### config.mk
export PLATFORM = sky130hd
export DESIGN_NAME = echo_pulse_presence_detector
export DESIGN_NICKNAME = d
export VERILOG_FILES = /design/src/hdl/epd_pkg.sv /design/src/hdl/epd_regs.sv /design/src/hdl/epd_core.sv /design/src/hdl/echo_pulse_presence_detector.sv
export SDC_FILE = /design/constraint.sdc
export NUM_CORES = 1
export LEC_CHECK = 0
export CORE_ASPECT_RATIO = 0.9
export CORE_MARGIN = 1
export CORE_UTILIZATION = 34
export DETAILED_ROUTE_END_ITERATION = 6
export DONT_BUFFER_PORTS = 1
export GPL_TIMING_DRIVEN = 0
export SLEW_MARGIN = 0
export SYNTH_ARGS = -nofsm -noshare
export SYNTH_HDL_FRONTEND = slang
export SYNTH_SLANG_ARGS = --single-unit
### constraint.sdc
create_clock -name clk_i -period 7.8 [get_ports clk_i]
set_input_delay 0.78 -clock clk_i [delete_from_list [all_inputs] [get_ports clk_i]]
set_output_delay 0.78 -clock clk_i [all_outputs]
set_load 0.03 [all_outputs]
### src/hdl/epd_pkg.sv
`timescale 1ns / 1ps

package epd_pkg;

  // Saturation limit of the near and far streak counters.
  localparam int STREAK_MAX = 255;
  localparam int STREAK_W   = $clog2(STREAK_MAX + 1);
  // Compare width that holds both a streak count and an 8-bit sample limit.
  localparam int CNT_W      = (STREAK_W > 8) ? STREAK_W : 8;

  // Item kinds.
  localparam logic [1:0] MODE_EDGE    = 2'd0;
  localparam logic [1:0] MODE_TICK    = 2'd1;
  localparam logic [1:0] MODE_CONSUME = 2'd2;

  // Configuration register map (word index, byte address is 4 times this).
  localparam int          ADDR_W        = 5;
  localparam logic [2:0]  REG_MIN_ECHO  = 3'd0;
  localparam logic [2:0]  REG_MAX_ECHO  = 3'd1;
  localparam logic [2:0]  REG_HAND      = 3'd2;
  localparam logic [2:0]  REG_STALE     = 3'd3;
  localparam logic [2:0]  REG_SET       = 3'd4;
  localparam logic [2:0]  REG_CLEAR     = 3'd5;

  localparam logic [15:0] RST_MIN_ECHO  = 16'd100;
  localparam logic [15:0] RST_MAX_ECHO  = 16'd25000;
  localparam logic [15:0] RST_HAND      = 16'd1480;
  localparam logic [31:0] RST_STALE     = 32'd250000;
  localparam logic [7:0]  RST_SET       = 8'd2;
  localparam logic [7:0]  RST_CLEAR     = 8'd2;

  typedef struct packed {
    logic [15:0] min_echo_us;
    logic [15:0] max_echo_us;
    logic [15:0] hand_width_us;
    logic [31:0] stale_timeout_us;
    logic [7:0]  set_samples;
    logic [7:0]  clear_samples;
  } cfg_t;

  typedef struct packed {
    logic [1:0]  mode;
    logic [31:0] now_us;
    logic        echo_level;
  } item_t;

  typedef struct packed {
    logic        hand_near;
    logic        collect_event;
    logic        event_waiting;
    logic [15:0] last_echo_us;
  } res_t;

  typedef struct packed {
    logic [STREAK_W-1:0] near_cnt;
    logic [STREAK_W-1:0] far_cnt;
    logic                present;
    logic                latch;
  } streak_t;

  // One in-range or out-of-range result applied to the streak state.
  function automatic streak_t streak_step(streak_t s, logic is_near,
                                          logic [7:0] set_n, logic [7:0] clr_n);
    streak_t r;
    r = s;
    if (is_near) begin
      r.far_cnt = '0;
      if (s.near_cnt != STREAK_W'(STREAK_MAX)) begin
        r.near_cnt = s.near_cnt + STREAK_W'(1);
      end
      if (!s.present && (CNT_W'(r.near_cnt) >= CNT_W'(set_n))) begin
        r.present = 1'b1;
        r.latch   = 1'b1;
      end
    end else begin
      r.near_cnt = '0;
      if (s.far_cnt != STREAK_W'(STREAK_MAX)) begin
        r.far_cnt = s.far_cnt + STREAK_W'(1);
      end
      if (s.present && (CNT_W'(r.far_cnt) >= CNT_W'(clr_n))) begin
        r.present = 1'b0;
      end
    end
    return r;
  endfunction

endpackage

### src/hdl/epd_regs.sv
`timescale 1ns / 1ps

module epd_regs import epd_pkg::*; (
  input  logic              clk_i,
  input  logic              rst_ni,
  input  logic              psel,
  input  logic              penable,
  input  logic              pwrite,
  input  logic [ADDR_W-1:0] paddr,
  input  logic [31:0]       pwdata,
  output logic [31:0]       prdata,
  output logic              pready,
  output cfg_t              cfg_o
);

  cfg_t       cfg_q;
  logic       wr_en;
  logic [2:0] idx;

  assign pready = 1'b1;
  assign wr_en  = psel && penable && pwrite;
  assign idx    = paddr[ADDR_W-1:2];
  assign cfg_o  = cfg_q;

  always_ff @(posedge clk_i or negedge rst_ni) begin
    if (!rst_ni) begin
      cfg_q.min_echo_us      <= RST_MIN_ECHO;
      cfg_q.max_echo_us      <= RST_MAX_ECHO;
      cfg_q.hand_width_us    <= RST_HAND;
      cfg_q.stale_timeout_us <= RST_STALE;
      cfg_q.set_samples      <= RST_SET;
      cfg_q.clear_samples    <= RST_CLEAR;
    end else if (wr_en) begin
      unique case (idx)
        REG_MIN_ECHO: cfg_q.min_echo_us      <= pwdata[15:0];
        REG_MAX_ECHO: cfg_q.max_echo_us      <= pwdata[15:0];
        REG_HAND:     cfg_q.hand_width_us    <= pwdata[15:0];
        REG_STALE:    cfg_q.stale_timeout_us <= pwdata;
        REG_SET:      cfg_q.set_samples      <= pwdata[7:0];
        REG_CLEAR:    cfg_q.clear_samples    <= pwdata[7:0];
        default: ;
      endcase
    end
  end

  always_comb begin
    unique case (idx)
      REG_MIN_ECHO: prdata = {16'd0, cfg_q.min_echo_us};
      REG_MAX_ECHO: prdata = {16'd0, cfg_q.max_echo_us};
      REG_HAND:     prdata = {16'd0, cfg_q.hand_width_us};
      REG_STALE:    prdata = cfg_q.stale_timeout_us;
      REG_SET:      prdata = {24'd0, cfg_q.set_samples};
      REG_CLEAR:    prdata = {24'd0, cfg_q.clear_samples};
      default:      prdata = 32'd0;
    endcase
  end

endmodule

### src/hdl/epd_core.sv
`timescale 1ns / 1ps

module epd_core import epd_pkg::*; (
  input  logic  clk_i,
  input  logic  rst_ni,
  input  logic  fire_i,
  input  item_t item_i,
  input  cfg_t  cfg_i,
  output res_t  res_o
);

  logic        echo_active_q, echo_active_d;
  logic [31:0] rise_time_q, rise_time_d;
  logic        pulse_pending_q, pulse_pending_d;
  logic [31:0] pending_width_q, pending_width_d;
  logic [31:0] measure_time_q, measure_time_d;
  streak_t     streak_q, streak_d;
  logic [15:0] valid_width_q, valid_width_d;

  logic        in_win, is_near, stuck, stale, consumed;
  logic [31:0] meas_t, rise_age, meas_age;
  streak_t     s1, s2, s3;

  // Tick evaluation: pending width, then stuck echo, then stale measurement.
  always_comb begin
    in_win   = (pending_width_q >= {16'd0, cfg_i.min_echo_us}) &&
               (pending_width_q <= {16'd0, cfg_i.max_echo_us});
    is_near  = in_win && (pending_width_q <= {16'd0, cfg_i.hand_width_us});
    meas_t   = pulse_pending_q ? item_i.now_us : measure_time_q;
    s1       = pulse_pending_q ?
               streak_step(streak_q, is_near, cfg_i.set_samples, cfg_i.clear_samples) :
               streak_q;
    rise_age = item_i.now_us - rise_time_q;
    stuck    = echo_active_q && (rise_age > {16'd0, cfg_i.max_echo_us});
    s2       = stuck ? streak_step(s1, 1'b0, cfg_i.set_samples, cfg_i.clear_samples) : s1;
    meas_age = item_i.now_us - meas_t;
    stale    = (meas_t != 32'd0) && (meas_age > cfg_i.stale_timeout_us);
    s3       = stale ? streak_step(s2, 1'b0, cfg_i.set_samples, cfg_i.clear_samples) : s2;
  end

  always_comb begin
    echo_active_d   = echo_active_q;
    rise_time_d     = rise_time_q;
    pulse_pending_d = pulse_pending_q;
    pending_width_d = pending_width_q;
    measure_time_d  = measure_time_q;
    streak_d        = streak_q;
    valid_width_d   = valid_width_q;
    consumed        = 1'b0;
    unique case (item_i.mode)
      MODE_EDGE: begin
        if (item_i.echo_level) begin
          rise_time_d   = item_i.now_us;
          echo_active_d = 1'b1;
        end else if (echo_active_q) begin
          pending_width_d = rise_age;
          pulse_pending_d = 1'b1;
          echo_active_d   = 1'b0;
        end
      end
      MODE_TICK: begin
        pulse_pending_d = 1'b0;
        measure_time_d  = meas_t;
        if (pulse_pending_q && in_win) begin
          valid_width_d = pending_width_q[15:0];
        end
        if (stuck) begin
          echo_active_d = 1'b0;
        end
        streak_d = s3;
      end
      MODE_CONSUME: begin
        if (streak_q.latch) begin
          streak_d.latch = 1'b0;
          consumed       = 1'b1;
        end
      end
      default: ;
    endcase
  end

  assign res_o.hand_near     = streak_d.present;
  assign res_o.collect_event = consumed;
  assign res_o.event_waiting = streak_d.latch;
  assign res_o.last_echo_us  = valid_width_d;

  always_ff @(posedge clk_i or negedge rst_ni) begin
    if (!rst_ni) begin
      echo_active_q   <= 1'b0;
      rise_time_q     <= '0;
      pulse_pending_q <= 1'b0;
      pending_width_q <= '0;
      measure_time_q  <= '0;
      streak_q        <= '0;
      valid_width_q   <= '0;
    end else if (fire_i) begin
      echo_active_q   <= echo_active_d;
      rise_time_q     <= rise_time_d;
      pulse_pending_q <= pulse_pending_d;
      pending_width_q <= pending_width_d;
      measure_time_q  <= measure_time_d;
      streak_q        <= streak_d;
      valid_width_q   <= valid_width_d;
    end
  end

endmodule

### src/hdl/echo_pulse_presence_detector.sv
`timescale 1ns / 1ps
// A result passes through the input register and then the result register, written by the
// single evaluation pass, before it can transfer out on the result channel.
// Throughput: one item per cycle while results are taken; every item gives exactly one result.
// Reset: rst_ni is asynchronous and active low; it empties both registers, clears all
// detector state to zero and loads the configuration registers with their defaults.

module echo_pulse_presence_detector import epd_pkg::*; (
  input  logic              clk_i,
  input  logic              rst_ni,
  // Input item channel.
  input  logic              in_valid_i,
  output logic              in_ready_o,
  input  logic [1:0]        mode_i,
  input  logic [31:0]       now_us_i,
  input  logic              echo_level_i,
  // Result channel.
  output logic              out_valid_o,
  input  logic              out_ready_i,
  output logic              hand_near_o,
  output logic              collect_event_o,
  output logic              event_waiting_o,
  output logic [15:0]       last_echo_us_o,
  // Configuration port.
  input  logic              psel,
  input  logic              penable,
  input  logic              pwrite,
  input  logic [ADDR_W-1:0] paddr,
  input  logic [31:0]       pwdata,
  output logic [31:0]       prdata,
  output logic              pready
);

  cfg_t  cfg;
  item_t item_q;
  logic  in_valid_q;
  res_t  res_d, res_q;
  logic  out_valid_q;
  logic  out_go;
  logic  fire;

  // The result register can take a new value when it is empty or being drained.
  // The input register advances whenever the result register can take its result; while a
  // result waits untaken, an empty input register still accepts one item and then holds it.
  assign out_go     = !out_valid_q || out_ready_i;
  assign fire       = in_valid_q && out_go;
  assign in_ready_o = !in_valid_q || out_go;

  epd_regs u_regs (
    .clk_i   (clk_i),
    .rst_ni  (rst_ni),
    .psel    (psel),
    .penable (penable),
    .pwrite  (pwrite),
    .paddr   (paddr),
    .pwdata  (pwdata),
    .prdata  (prdata),
    .pready  (pready),
    .cfg_o   (cfg)
  );

  // Input register: holds one accepted item until its result is registered.
  always_ff @(posedge clk_i or negedge rst_ni) begin
    if (!rst_ni) begin
      in_valid_q <= 1'b0;
    end else if (in_valid_i && in_ready_o) begin
      in_valid_q <= 1'b1;
    end else if (fire) begin
      in_valid_q <= 1'b0;
    end
  end

  always_ff @(posedge clk_i) begin
    if (in_valid_i && in_ready_o) begin
      item_q <= '{mode: mode_i, now_us: now_us_i, echo_level: echo_level_i};
    end
  end

  // The core evaluates the held item against the detector state and commits the
  // new state on the same edge that the result register loads.
  epd_core u_core (
    .clk_i  (clk_i),
    .rst_ni (rst_ni),
    .fire_i (fire),
    .item_i (item_q),
    .cfg_i  (cfg),
    .res_o  (res_d)
  );

  // Result register.
  always_ff @(posedge clk_i or negedge rst_ni) begin
    if (!rst_ni) begin
      out_valid_q <= 1'b0;
    end else if (fire) begin
      out_valid_q <= 1'b1;
    end else if (out_ready_i) begin
      out_valid_q <= 1'b0;
    end
  end

  always_ff @(posedge clk_i) begin
    if (fire) begin
      res_q <= res_d;
    end
  end

  assign out_valid_o     = out_valid_q;
  assign hand_near_o     = res_q.hand_near;
  assign collect_event_o = res_q.collect_event;
  assign event_waiting_o = res_q.event_waiting;
  assign last_echo_us_o  = res_q.last_echo_us;

`ifndef SYNTHESIS
  // Consuming the collect event always leaves the latch clear.
  a_consume_clears: assert property (@(posedge clk_i) disable iff (!rst_ni)
    out_valid_o && collect_event_o |-> !event_waiting_o)
    else $error("collect event consumed but latch still set");

  // The input side only stalls when a result is waiting and not taken.
  a_stall_cause: assert property (@(posedge clk_i) disable iff (!rst_ni)
    !in_ready_o |-> out_valid_o && !out_ready_i)
    else $error("input stalled without a blocked result");

  // A held item that cannot advance stays in the input register.
  a_item_held: assert property (@(posedge clk_i) disable iff (!rst_ni)
    in_valid_q && !out_go |=> in_valid_q && $stable(item_q))
    else $error("held item lost while the result side stalled");
`endif

endmodule
==> results.json <==
{
  "outcome": "finished clean",
  "p_leak_nw": 9.79,
  "yosysSeqAreaShare_pct": 38.6,
  "layout_common_cells": "206 x dfrtp_1, 191 x ha_1, 155 x inv_1, 155 x nand2_1, 142 x o21ai_0",
  "synth_flop_cell": "dfrtp_1",
  "yosysTopAreaCellShare_pct": 27.0,
  "seqPwrFrac_pct": 30.6,
  "critPathKind": "reg -> reg",
  "required_ns": 8.25,
  "nNetsFinal": 2315,
  "path_clk_slew_ns": 0.06,
  "numCtsBuffers": 35,
  "slew_headroom_pct": 13.1,
  "drc": 0,
  "hold_class": "in -> async",
  "period_share_pct": 95.0,
  "synth_cells": 1978,
  "dieWidth_um": 252,
  "avgSynthCellArea_um2": 9.69,
  "htreeDepth": 2,
  "pin_count": 133,
  "gp_congestion": 0.922,
  "core_um2": 55700,
  "yosysUniqueCellTypes": 87,
  "cp_slowest_cell": "or3b_2",
  "drtAntennaViolNets": 0,
  "worst_pin_slew_ns": 1.29,
  "min_period_ns": 7.41,
  "cts_tree": "built",
  "synth-seq-cells": 284,
  "cp-end-kind": "register",
  "hold_slack_ns": 0.0811,
  "initial_core_util_pct": 34.4,
  "cts.sinks": 284,
  "intPower_mw": 4.27,
  "ys_async_sr_fraction_pct": 81.0,
  "pwr-share-comb_pct": 46.3,
  "first_pass_iters": 6,
  "critical_path.most_common_cell": "o21ai_0",
  "crit_path_max_fanout": 10,
  "placed_cells": 2736,
  "power.density_nw_per_um2": 326,
  "synth_nets": 2256,
  "track_usage_pct": 19.8,
  "design.die.area_um2": 57400,
  "area_growth_syn_to_layout_pct": 13.5,
  "finalSetupViolCount": 0,
  "num_vias": 15300,
  "switching_share_pct": 39.7,
  "clock.fmax_mhz": 135,
  "maxCapViolations": 0,
  "worstSkewPairLatency_ns": 0.55,
  "skew_ns": 0.0244,
  "critPathArrivalTime_ns": 7.86,
  "port_buffers": 0,
  "pwr-share-clk_pct": 23.1,
  "placement_rows": 82,
  "final_common_cell": "dfrtp_1",
  "root_buffer": "clkbuf_16",
  "slew_viol_final": 0,
  "syn_area_um2": 19200,
  "grt_max_degree": 208,
  "final_util_pct": 39.1,
  "vias_per_cell": 5.44,
  "ir_drop_uv": 190,
  "synth-edff-count": 54,
  "grt_pass1_wl_um": 87700,
  "fillers": 5495,
  "multi_input_area_um2": 11100,
  "n_antenna_cell": 0,
  "hpwlAfterDp_um": 42500,
  "cp_slowest_stage_delay_ns": 0.47,
  "first_global_vias": 15500,
  "p_sw_mw": 2.82,
  "overflow": 0,
  "yosys-top-cells-area": "dfrtp_1 27%, ha_1 13%, edfxtp_1 8.5%",
  "fin_cells": 2820,
  "finalHoldViolCount": 0,
  "die_h_um": 227,
  "cts_buffer_depth": 3,
  "drt-initial-drc-count": 1034,
  "drive_above_1_share_pct": 15.3,
  "antenna_found_initial": 2,
  "start_kind": "register",
  "wl_um": 55900,
  "wire_per_inst_um": 19.8,
  "yosysWarnings": 0,
  "regArea_um2": 7410,
  "synth_top_cell_by_area": "dfrtp_1"
}
==> layer usage <==
layer  share of wire, %  track usage [%]  up-vias
met3                6.8             3.86       81
met5              0.023                0        -
met4                2.1             5.34        2
met1                 46             26.9     7526
li1                   -                -     7263
met2                 45             32.2      458
==> what timing repair did <==
| item | in CTS | in global routing |
|---|---|---|
| endpoints found under the setup margin | 18 | 16 |
| endpoints found under the hold margin | 207 | 0 |
| buffers inserted | 16 | 7 |
| hold buffers | 1 | 0 |
| gates resized for setup | 33 | 39 |
| pin swaps | 17 | 25 |
==> critical path, delay by kind of cell (launching register included) <==
| family | cells | cell delay, ns |
|---|---|---|
| xor gates and xnor gates | 1 | 0.12 |
| buffers and inverters | 4 | 0.86 |
| AOI/OAI and AO/OA | 14 | 3.18 |
| and+or+nand+nor | 7 | 1.93 |
| muxes | 1 | 0.35 |
| DFF | 1 | 0.41 |
| adders and majority gates | 2 | 0.47 |
==> synthesized netlist by cell type, types with 5 or more instances <==
cell and count:
o21ai_1 6, and2_1 9, o21bai_1 8, nand2b_1 30, buf_2 6, and3_1 11
a221oi_1 5, nand4_1 42, nand2_1 156, xnor2_1 42, o211ai_1 7, inv_1 157
xor2_1 25, edfxtp_1 54, a21o_1 57, mux2i_1 50, nor2b_1 41, or2_2 8
o21a_1 21, a21boi_0 5, a31oi_1 20, ha_1 197, dfrtp_1 207, or3_1 5
o221ai_1 5, a21oi_1 144, o21ai_0 148, nor4_1 27, mux4_2 9, and4_1 8
o22ai_1 5, mux2_2 118, nand3_1 36, o31ai_1 10, clkbuf_1 65, nor3_1 22
nor2_1 103, dfstp_2 23
==> metrics by stage <==
stage               power (mW)  area [um2]  setup TNS (ns)  worst slack (ns)
global placement          5.04       20100          -19.35             -1.48
finish                    7.09       21800               0             0.390
floorplan                 4.35       19200               0             0.710
global route              7.62       21800        -0.00552          -0.00552
CTS                       6.98       21600               0           0.00179
detailed placement        5.15       20200          -20.88             -1.57
==> kinds of logic (layout without fill, tap and decap cells) <==
group / Yosys count / after routing / synth area share [%]
compound gates: 492 / 492 / 16.0
xor+xnor: 68 / 68 / 3.15
fa+ha+maj: 199 / 199 / 13.1
buf+inv: 236 / 322 / 4.80
flops: 284 / 284 / 38.6
mux: 179 / 179 / 10.7
other cells: 1 / 1 / 0.0196
simple gates: 519 / 519 / 13.7
==> cell type report <==
type	count	share of cell area [%]
Multi-Input combinational cell	1458	51.1
Buffer	75	1.50
Inverter	157	2.71
Clock inverter	14	0.592
Clock buffer	50	4.66
Timing Repair Buffer	26	1.05
Tap cell	756	4.35
Sequential cell	284	34.0
==> worst paths after layout <==
kind / end / from / cells after the start / slack [ns]
max reg2reg: u_core.streak_q[10] / u_core.pulse_pending_q / 29 / 0.39
min: u_regs.cfg_o[33] / rst_ni / 0 / 0.08
max in group asynchronous: u_core.valid_width_q[2] / rst_ni / 1 / 6.59
max: u_core.streak_q[10] / u_core.pulse_pending_q / 29 / 0.39
min reg2reg: u_core.pending_width_q[19] / u_core.pending_width_q[19] / 2 / 0.49
min in group clk_i: item_q[12] / now_us_i[11] / 0 / 0.33
==> sequential cells by signal, indices dropped and copies added, names as in the netlist <==
register,flops
u_core.pulse_pending_q,1
u_core.rise_time_q,32
out_valid_o,1
hand_near_o,1
last_echo_us_o,16
u_core.echo_active_q,1
in_valid_q,1
u_core.streak_q,18
u_regs.cfg_o,96
collect_event_o,1
u_core.measure_time_q,32
item_q,35
event_waiting_o,1
u_core.valid_width_q,16
u_core.pending_width_q,32
==> power groups by stage <==
stage	Clock (mW)	Sequential [mW]	Combinational, mW
final	1.64	2.17	3.29
after global routing	1.74	2.21	3.68
after CTS	1.68	2.16	3.14
after detailed placement	0	2.18	2.96
after global placement	0	2.17	2.87
after floorplan	0	2.06	2.28
Power figures use the tool's default switching activity.
